===== src/hdl/spq_pkg.sv =====
`timescale 1ns / 1ps

package spq_pkg;

    localparam int SPQ_CAPACITY = 16;
    localparam int DATA_W       = 32;
    localparam int URG_W        = 4;

    // Operation codes
    localparam logic OP_ENQUEUE = 1'b0;
    localparam logic OP_DEQUEUE = 1'b1;

    typedef enum logic [1:0] {
        STAT_ENQUEUED = 2'd0,
        STAT_DEQUEUED = 2'd1,
        STAT_EMPTY    = 2'd2,
        STAT_FULL     = 2'd3
    } t_status;

    typedef struct packed {
        logic                     operation;
        logic signed [DATA_W-1:0] payload;
        logic [URG_W-1:0]         urgency;
    } t_cmd;

    typedef struct packed {
        t_status                  status;
        logic signed [DATA_W-1:0] head_data;
    } t_result;

    // Controller to datapath commands
    typedef struct packed {
        logic load;   // capture the incoming command
        logic exec;   // run compare and shift, update the result register
    } t_dp_ctrl;

endpackage


===== src/hdl/spq_ctrl.sv =====
`timescale 1ns / 1ps

module spq_ctrl (
    input  logic              i_clk,
    input  logic              i_rst_n,
    input  logic              i_start,
    output logic              o_busy,
    output logic              o_done,
    output spq_pkg::t_dp_ctrl o_ctrl
);
    import spq_pkg::*;

    typedef enum logic [1:0] {
        S_IDLE = 2'b01,
        S_EXEC = 2'b10
    } t_state;

    t_state r_state, n_state;
    logic   r_done,  n_done;

    always_comb begin
        n_state     = r_state;
        n_done      = 1'b0;
        o_ctrl.load = 1'b0;
        o_ctrl.exec = 1'b0;
        unique case (r_state)
            S_IDLE: begin
                if (i_start) begin
                    o_ctrl.load = 1'b1;
                    n_state     = S_EXEC;
                end
            end
            S_EXEC: begin
                o_ctrl.exec = 1'b1;
                n_done      = 1'b1;
                n_state     = S_IDLE;
            end
            default: begin
                n_state = S_IDLE;
            end
        endcase
    end

    always_ff @(posedge i_clk) begin
        if (!i_rst_n) begin
            r_state <= S_IDLE;
            r_done  <= 1'b0;
        end else begin
            r_state <= n_state;
            r_done  <= n_done;
        end
    end

    assign o_busy = (r_state != S_IDLE);
    assign o_done = r_done;

endmodule


===== src/hdl/spq_datapath.sv =====
`timescale 1ns / 1ps

module spq_datapath #(
    parameter int CAPACITY = spq_pkg::SPQ_CAPACITY
) (
    input  logic              i_clk,
    input  logic              i_rst_n,
    input  spq_pkg::t_dp_ctrl i_ctrl,
    input  spq_pkg::t_cmd     i_cmd,
    output spq_pkg::t_result  o_result
);
    import spq_pkg::*;

    localparam int OCC_W = $clog2(CAPACITY + 1);

    t_cmd                     r_cmd;
    logic signed [DATA_W-1:0] r_slot_data [CAPACITY];
    logic signed [DATA_W-1:0] n_slot_data [CAPACITY];
    logic [URG_W-1:0]         r_slot_urg  [CAPACITY];
    logic [URG_W-1:0]         n_slot_urg  [CAPACITY];
    logic [OCC_W-1:0]         r_occ, n_occ;
    t_result                  r_result, n_result;

    logic [CAPACITY-1:0] keep;
    logic                full;
    logic                empty;

    // A slot stays put when it is occupied and at least as urgent as the new entry.
    // The list is sorted, so these flags form a prefix.
    always_comb begin
        full  = (r_occ == OCC_W'(CAPACITY));
        empty = (r_occ == '0);
        for (int i = 0; i < CAPACITY; i++) begin
            keep[i] = (OCC_W'(i) < r_occ) && (r_slot_urg[i] <= r_cmd.urgency);
        end
    end

    always_comb begin
        n_slot_data = r_slot_data;
        n_slot_urg  = r_slot_urg;
        n_occ       = r_occ;
        n_result    = r_result;
        if (i_ctrl.exec) begin
            n_result.head_data = '0;
            if (r_cmd.operation == OP_ENQUEUE) begin
                if (full) begin
                    n_result.status = STAT_FULL;
                end else begin
                    n_result.status = STAT_ENQUEUED;
                    n_occ           = r_occ + OCC_W'(1);
                    if (!keep[0]) begin
                        n_slot_data[0] = r_cmd.payload;
                        n_slot_urg[0]  = r_cmd.urgency;
                    end
                    for (int i = 1; i < CAPACITY; i++) begin
                        if (!keep[i]) begin
                            if (keep[i-1]) begin
                                n_slot_data[i] = r_cmd.payload;
                                n_slot_urg[i]  = r_cmd.urgency;
                            end else begin
                                n_slot_data[i] = r_slot_data[i-1];
                                n_slot_urg[i]  = r_slot_urg[i-1];
                            end
                        end
                    end
                end
            end else begin
                if (empty) begin
                    n_result.status = STAT_EMPTY;
                end else begin
                    n_result.status    = STAT_DEQUEUED;
                    n_result.head_data = r_slot_data[0];
                    n_occ              = r_occ - OCC_W'(1);
                    for (int i = 0; i < CAPACITY - 1; i++) begin
                        n_slot_data[i] = r_slot_data[i+1];
                        n_slot_urg[i]  = r_slot_urg[i+1];
                    end
                end
            end
        end
    end

    always_ff @(posedge i_clk) begin
        if (!i_rst_n) begin
            r_occ <= '0;
        end else begin
            r_occ <= n_occ;
        end
    end

    always_ff @(posedge i_clk) begin
        if (i_ctrl.load) begin
            r_cmd <= i_cmd;
        end
        r_slot_data <= n_slot_data;
        r_slot_urg  <= n_slot_urg;
        r_result    <= n_result;
    end

    assign o_result = r_result;

endmodule


===== src/hdl/stable_priority_queue_core.sv =====
`timescale 1ns / 1ps

// A command transferred in idle is captured in the command register; the exec state then
//   runs compare and shift and loads the result and done registers together.
// A new command is taken only back in idle; busy is high for the one compare-and-shift cycle.
// Every command yields one result; the receiver cannot stall, so o_done is a one-cycle strobe.
// Reset (synchronous, active low) empties the queue and returns the controller to idle.
module stable_priority_queue_core #(
    parameter int CAPACITY = spq_pkg::SPQ_CAPACITY
) (
    input  logic             i_clk,
    input  logic             i_rst_n,
    input  logic             start,
    output logic             busy,
    input  spq_pkg::t_cmd    i_cmd,
    output logic             o_done,
    output spq_pkg::t_result o_result
);
    import spq_pkg::*;

    t_dp_ctrl dp_ctrl;

    // Controller: idle -> exec -> idle, one transfer per pass
    spq_ctrl u_ctrl (
        .i_clk   (i_clk),
        .i_rst_n (i_rst_n),
        .i_start (start),
        .o_busy  (busy),
        .o_done  (o_done),
        .o_ctrl  (dp_ctrl)
    );

    // Datapath: sorted slot registers, parallel compare and one-step shift
    // for insert (toward the tail) or removal (toward the head)
    spq_datapath #(
        .CAPACITY (CAPACITY)
    ) u_datapath (
        .i_clk    (i_clk),
        .i_rst_n  (i_rst_n),
        .i_ctrl   (dp_ctrl),
        .i_cmd    (i_cmd),
        .o_result (o_result)
    );

endmodule


===== config.mk =====
export PLATFORM = sky130hd
export DESIGN_NAME = stable_priority_queue_core
export DESIGN_NICKNAME = d
export VERILOG_FILES = /design/src/hdl/spq_pkg.sv /design/src/hdl/spq_ctrl.sv /design/src/hdl/spq_datapath.sv /design/src/hdl/stable_priority_queue_core.sv
export SDC_FILE = /design/constraint.sdc
export NUM_CORES = 1
export LEC_CHECK = 0
export ABC_AREA = 1
export BUFFER_PORTS_ARGS = -buffer_cell sky130_fd_sc_hd__buf_4
export CAP_MARGIN = 20
export CORE_UTILIZATION = 65
export DETAILED_ROUTE_END_ITERATION = 16
export PLACE_DENSITY = 0.82
export SLEW_MARGIN = 20
export SYNTH_ARGS = -nofsm -noshare
export SYNTH_HDL_FRONTEND = slang
export SYNTH_SLANG_ARGS = --single-unit

===== constraint.sdc =====
create_clock -name i_clk -period 10.27 [get_ports i_clk]
set_clock_uncertainty 0.05 [all_clocks]
set_input_delay 3.081 -clock i_clk [delete_from_list [all_inputs] [get_ports i_clk]]
set_output_delay 3.081 -clock i_clk [all_outputs]
set_load 0.05 [all_outputs]

==> results of run 1 <==
==> per-layer routing <==
layer  GRT usage, %  vias up  wire, µm
li1               -    14561         -
met1           39.9    12718     34400
met2           45.3     1091     36700
met3           3.81      104      5830
met4           5.98        0      1220
met5              0        -         0
==> flip-flops by register name, summed over array words and instances (netlist names) <==
register and flops:
u_datapath.r_occ 5, u_datapath.r_cmd 37, u_ctrl.o_done 1, u_datapath.r_slot_urg 64, u_datapath.o_result 34, u_datapath.r_slot_data 512
u_ctrl.r_state 2
==> power by group <==
part	internal (µW)	leakage, µW	switching (µW)
clock	1460	0.00107	1020
sequential	2980	0.00594	15.3
combinational	133	0.0118	360
total	4570	0.0189	1400
==> final cells by class <==
type | instances | area (µm²) | area share (%)
clock buffers | 97 | 1920 | 4.85
clock inverters | 28 | 288 | 0.728
inverters | 620 | 2330 | 5.91
multi-input cells | 2968 | 13400 | 33.8
flip-flops and latches | 655 | 19600 | 49.5
well taps | 748 | 936 | 2.37
repair buffers | 136 | 1090 | 2.76
==> worst paths after layout <==
check	cells past startpoint	endpoint	slack [ns]
max	3	busy	5.78
min reg2reg	2	u_datapath.r_slot_data[63]	0.46
max reg2reg	6	u_datapath.r_slot_data[275]	6.33
min	2	u_datapath.r_slot_data[63]	0.46
==> cell usage in the layout (no fill, tap or decap), drive strengths merged <==
cell type  instances
buf              136
bufinv             6
clkinv            23
inv              619
nand3           1034
nand2           1697
nand4              4
o21ai             60
o22ai             36
a21oi             25
edfxtp           647
clkbuf            97
nor2              40
nor3               2
xor2               1
dfxtp              8
xnor2              1
ha                68
==> worst max-delay path, cell delays in order (launching register included) <==
cell and delay (ns):
dfxtp_1 0.31, inv_1 0.13, nand2_1 0.12, buf_4 0.21
==> cell families after synthesis <==
logic type                 count (synthesis)  share of synthesized area (%)
DFF                                      655                           53.6
AOI/OAI and AO/OA                        121                           1.85
adders and majority gates                 68                           2.33
xor gates and xnor gates                   2                         0.0479
buffers and inverters                    921                           9.89
and+or+nand+nor                         2777                           32.3
==> metrics by stage <==
step                power, µW  hold slack (ns)  setup WS [ns]
CTS                      5990            0.462           5.75
global route             6160            0.481           5.71
floorplan                3410            0.374           5.09
detailed placement       3530            0.451           5.75
global placement         3510            0.445           5.76
finish                   5970            0.459           5.78
==> impl_metrics.env, run 1 <==
export IMPL_powerDensity_mw_per_mm2=151
export IMPL_grt_setup_unrepaired="false"
export IMPL_wl_per_cell_um=14.9
export IMPL_cp_end_kind="output pin"
export IMPL_area_growth_synth_to_final_pct=8.14
export IMPL_rows=86
export IMPL_synth_warnings=0
export IMPL_synth_edff_count=647
export IMPL_synth_distinct_cells=30
export IMPL_placed_cell_area_mm2=0.0373
export IMPL_vias_per_cell=5.42
export IMPL_gp_congestion=0.816
export IMPL_grt_pass1_wl_um=131000
export IMPL_die_area_mm2=0.0572
export IMPL_grt_max_degree=235
export IMPL_fin_nets=4560
export IMPL_synth_area_per_cell_um2=8.05
export IMPL_n_fill_cell=4293
export IMPL_yosys_top_cells_count="1679 x nand2_1, 1033 x nand3_1, 647 x edfxtp_1, 609 x inv_1, 182 x clkbuf_1"
export IMPL_synthArstFlopShare_pct=0
export IMPL_crit_required_ns=7.14
export IMPL_slew_violations=0
export IMPL_drc_errors=0
export IMPL_cts_hold_buf=0
export IMPL_cp_max_fo=3
export IMPL_grt_pass1_vias=26245
export IMPL_arrival_ns=1.36
export IMPL_yosys_area_top_type="edfxtp_1"
export IMPL_numCtsBuffers=71
export IMPL_period_share_pct=43.8
export IMPL_cap_violations=0
export IMPL_holdCritPathClass="reg2reg"
export IMPL_yosysMostFrequentCell="nand2_1"
export IMPL_startpoint="u_ctrl.r_state[1]"
export IMPL_clock_path_buffers=3
export IMPL_stdcell_area_mm2=0.0395
export IMPL_clk_latency_ns=0.62
export IMPL_finalSetupViolCount=0
export IMPL_clkSinkCount=655
export IMPL_cts_resized_gates=0
export IMPL_port_buffers=75
export IMPL_fmax_mhz=222
export IMPL_fin_util_pct=71.5
export IMPL_synth_flop_cell="edfxtp_1"
export IMPL_tns_ns=0
export IMPL_status="finished clean"
export IMPL_crit_path_start_kind="register"
export IMPL_drt_iter0_markers=2851
export IMPL_cts_root_buf="clkbuf_16"
export IMPL_synth_area_top_cells="edfxtp_1 53%, nand2_1 17%, nand3_1 14%"
export IMPL_final_hold_violation_count=0
export IMPL_finalNonFillerCells=5252
export IMPL_start_util_pct=66.1
export IMPL_max_slew_margin_pct=25.5
export IMPL_firstDrtPassIters=7
export IMPL_ys_ff_latch=655
export IMPL_syn_cell_area_mm2=0.0366
export IMPL_die_h_um=239
export IMPL_cts_setup_buffers=0
export IMPL_power_leakage_uw=0.0189
export IMPL_vias=28474
export IMPL_yosysTopAreaCellShare_pct=53.1
export IMPL_antenna_found_initial=0
export IMPL_gr_total_overflow=0
export IMPL_clk_pin_slew_worst_paths_ns=0.06
export IMPL_tightestPinTransition_ns=1.12
export IMPL_wirelength_um=78200
export IMPL_n_antenna_cell=0
export IMPL_placed_cells=5124
export IMPL_critPathKind="reg2out"
export IMPL_gr_usage_all_layers_pct=27.8
export IMPL_syn_inst=4544
export IMPL_yosysSeqAreaShare_pct=53.6
export IMPL_dp_hpwl_um=52900
export IMPL_drtAntennaViolNets=0
export IMPL_final_min_clock_period_ns=4.49
export IMPL_h_tree_depth=3
export IMPL_max_vdd_ir_drop_uv=155
export IMPL_drive_gt1_share_pct=5.73
export IMPL_min_from="u_datapath.r_slot_data[31]"
export IMPL_r2r_start="u_datapath.r_cmd[36]"
export IMPL_die_w_um=239
export IMPL_num_io_pins=76
export IMPL_coreArea_mm2=0.0553
export IMPL_synth_nets=4652
export IMPL_cts_tree="yes"
No activity file was read; power rests on OpenSTA's default activity.
==> run 2: changes to the inputs <==
Settings changed: CORE_UTILIZATION 65 to 58, PLACE_DENSITY 0.82 to 0.78.
Clock period 10.27 ns to 3.66 ns, I/O delays scaled along.
==> run 2 against run 1 <==
Effect of this change: register-to-register slack lost 5.7 ns; die area grew 12%; sequential power grew to 2.8 times the previous value; via count up 0.17%; flip-flop and latch count did not move; non-clock buffer count increased by 20; first-iteration DRC count grew 2.2%; combinational power increased to 2.9 times the previous value; setup slack got worse by 5.1 ns; critical path depth is 6 higher; clock-buffer cell count decreased by 7; total power rose to 2.8 times the previous value; largest cell class unchanged.
==> impl_metrics.env, run 2 (same netlist as run 1, synthesis figures left out) <==
export IMPL_n_antenna_cell=0
export IMPL_cap_violations=0
export IMPL_crit_path_frequent_cell="inv_1"
export IMPL_numCtsBuffers=73
export IMPL_grt_max_degree=236
export IMPL_fmax_mhz=335
export IMPL_path_cells="inv_1 -> ha_1 -> nand4_1 -> nand3_1 -> inv_1 -> buf_4 -> o21ai_1 -> inv_1 -> buf_4"
export IMPL_wirelength_um=80700
export IMPL_coreArea_mm2=0.0619
export IMPL_cts_resized_gates=0
export IMPL_largest_register="u_datapath.r_slot_data"
export IMPL_gr_usage_all_layers_pct=25.5
export IMPL_netSwitchingFraction_pct=24.3
export IMPL_crit_required_ns=3.87
export IMPL_period_share_pct=81.6
export IMPL_cts_root_buf="clkbuf_16"
export IMPL_antenna_found_initial=0
export IMPL_final_hold_violation_count=0
export IMPL_die_h_um=253
export IMPL_wl_per_cell_um=15.0
export IMPL_gr_total_overflow=0
export IMPL_rows=91
export IMPL_grt_pass1_wl_um=136000
export IMPL_fin_nets=4582
export IMPL_p_sw_uw=4040
export IMPL_p_int_uw=12600
export IMPL_crit_path_start_kind="register"
export IMPL_clock_path_buffers=3
export IMPL_cts_tree="yes"
export IMPL_cp_top_family="buffers and inverters"
export IMPL_seqPwrFrac_pct=50.4
export IMPL_num_io_pins=76
export IMPL_clkSinkCount=655
export IMPL_clk_pin_slew_worst_paths_ns=0.06
export IMPL_holdCritPathClass="reg2reg"
export IMPL_setup_slack_ns=0.675
export IMPL_final_common_cell="nand2_1"
export IMPL_p_clk_share_pct=41.0
export IMPL_final_cell_mix="1678 x nand2_1, 1033 x nand3_1, 647 x edfxtp_1, 609 x inv_1, 153 x buf_4"
export IMPL_arrival_ns=3.20
export IMPL_firstDrtPassIters=5
export IMPL_status="finished clean"
export IMPL_grt_setup_unrepaired="false"
export IMPL_critPathKind="reg2reg"
export IMPL_drtAntennaViolNets=0
export IMPL_drt_iter0_markers=2915
export IMPL_cts_hold_buf=0
export IMPL_cts_setup_buffers=0
export IMPL_port_buffers=75
export IMPL_h_tree_depth=3
export IMPL_vias_per_cell=5.31
export IMPL_final_min_clock_period_ns=2.98
export IMPL_powerDensity_mw_per_mm2=419
export IMPL_pre_cts_ws_ns=0.769
export IMPL_largest_register_ffs=512
export IMPL_cp_num_buf_inv=5
export IMPL_die_area_mm2=0.0640
export IMPL_reg_largest_list="u_datapath.r_slot_data (512), u_datapath.r_slot_urg (64), u_datapath.r_cmd (37)"
export IMPL_grt_pass1_vias=26687
export IMPL_cp_end_kind="register"
export IMPL_dp_hpwl_um=55000
export IMPL_cp_max_fo=34
export IMPL_drive_gt1_share_pct=6.38
export IMPL_crit_slowest_cell="dfxtp_1"
export IMPL_area_growth_synth_to_final_pct=8.77
export IMPL_finalSetupViolCount=0
export IMPL_slew_violations=0
export IMPL_tns_ns=0
export IMPL_drc_errors=0
export IMPL_power_leakage_uw=0.0190
export IMPL_hold_slack_ns=0.455
export IMPL_combPwrFrac_pct=8.5
export IMPL_start_util_pct=59.0
export IMPL_vias=28523
export IMPL_max_vdd_ir_drop_uv=447
export IMPL_gp_congestion=0.831
export IMPL_clk_latency_ns=0.62
export IMPL_tightestPinTransition_ns=1.14
export IMPL_max_slew_margin_pct=24.3
export IMPL_critPathMaxStageDelay_ns=0.46
export IMPL_die_w_um=253
[run 2: cell types whose count changed in the layout (fill, tap and decap cells not counted), sizes merged]
cell,before,now
buf,136,156
bufinv,6,2
clkbuf,97,90
clkinv,23,41
clkinvlp,0,1
[run 2: worst paths after layout]
check | depth (start not counted) | endpoint | slack, ns | start
worst min-delay path | 2 | u_datapath.r_slot_data[54] | 0.45 | u_datapath.r_slot_data[22]
worst max register to register | 9 | u_datapath.r_slot_data[180] | 0.68 | u_datapath.r_occ[0]
worst max-delay path | 9 | u_datapath.r_slot_data[180] | 0.68 | u_datapath.r_occ[0]
worst min register to register | 2 | u_datapath.r_slot_data[54] | 0.45 | u_datapath.r_slot_data[22]
[run 2: power groups by stage]
stage	clock, µW	combinational, µW	sequential (µW)
2_1_floorplan	0	1010	8560
3_3_place_gp	0	1360	8550
3_5_place_dp	0	1400	8550
4_1_cts	6930	1410	8400
5_1_grt	7190	1590	8400
6_report	6830	1420	8400
[run 2: routing by layer]
metal	track usage [%]	vias up	part of all wire (%)	routed length, µm
met1	38.0	12776	46	37500
met4	6.30	0	1.7	1340
li1	-	14606	-	-
met2	39.6	1033	44	35900
met5	0	-	0	0
met3	3.50	108	7.4	5940
[run 2: worst min-delay path, stage by stage, from the launching register on]
cell and delay (ns):
edfxtp_1 0.32, nand2_1 0.05, nand2_1 0.05
[run 2: area by class of cell]
class | count | area, µm²
clock buffers | 90 | 1910
clock inverters | 43 | 293
fillers | 5294 | 22200
inverters | 620 | 2330
multi-input cells | 2968 | 13400
flip-flops and latches | 655 | 19600
well taps | 837 | 1050
repair buffers | 156 | 1210
[run 2: per-stage QoR]
stage	cell area, µm²	cells	utilization [%]	power, µW
finish	39800	5369	64.2	16600
global route	39800	5369	64.2	17200
CTS	39800	5369	64.2	16700
detailed placement	37600	5236	60.6	9950
global placement	37600	5236	60.6	9910
floorplan	36600	4544	-	9570
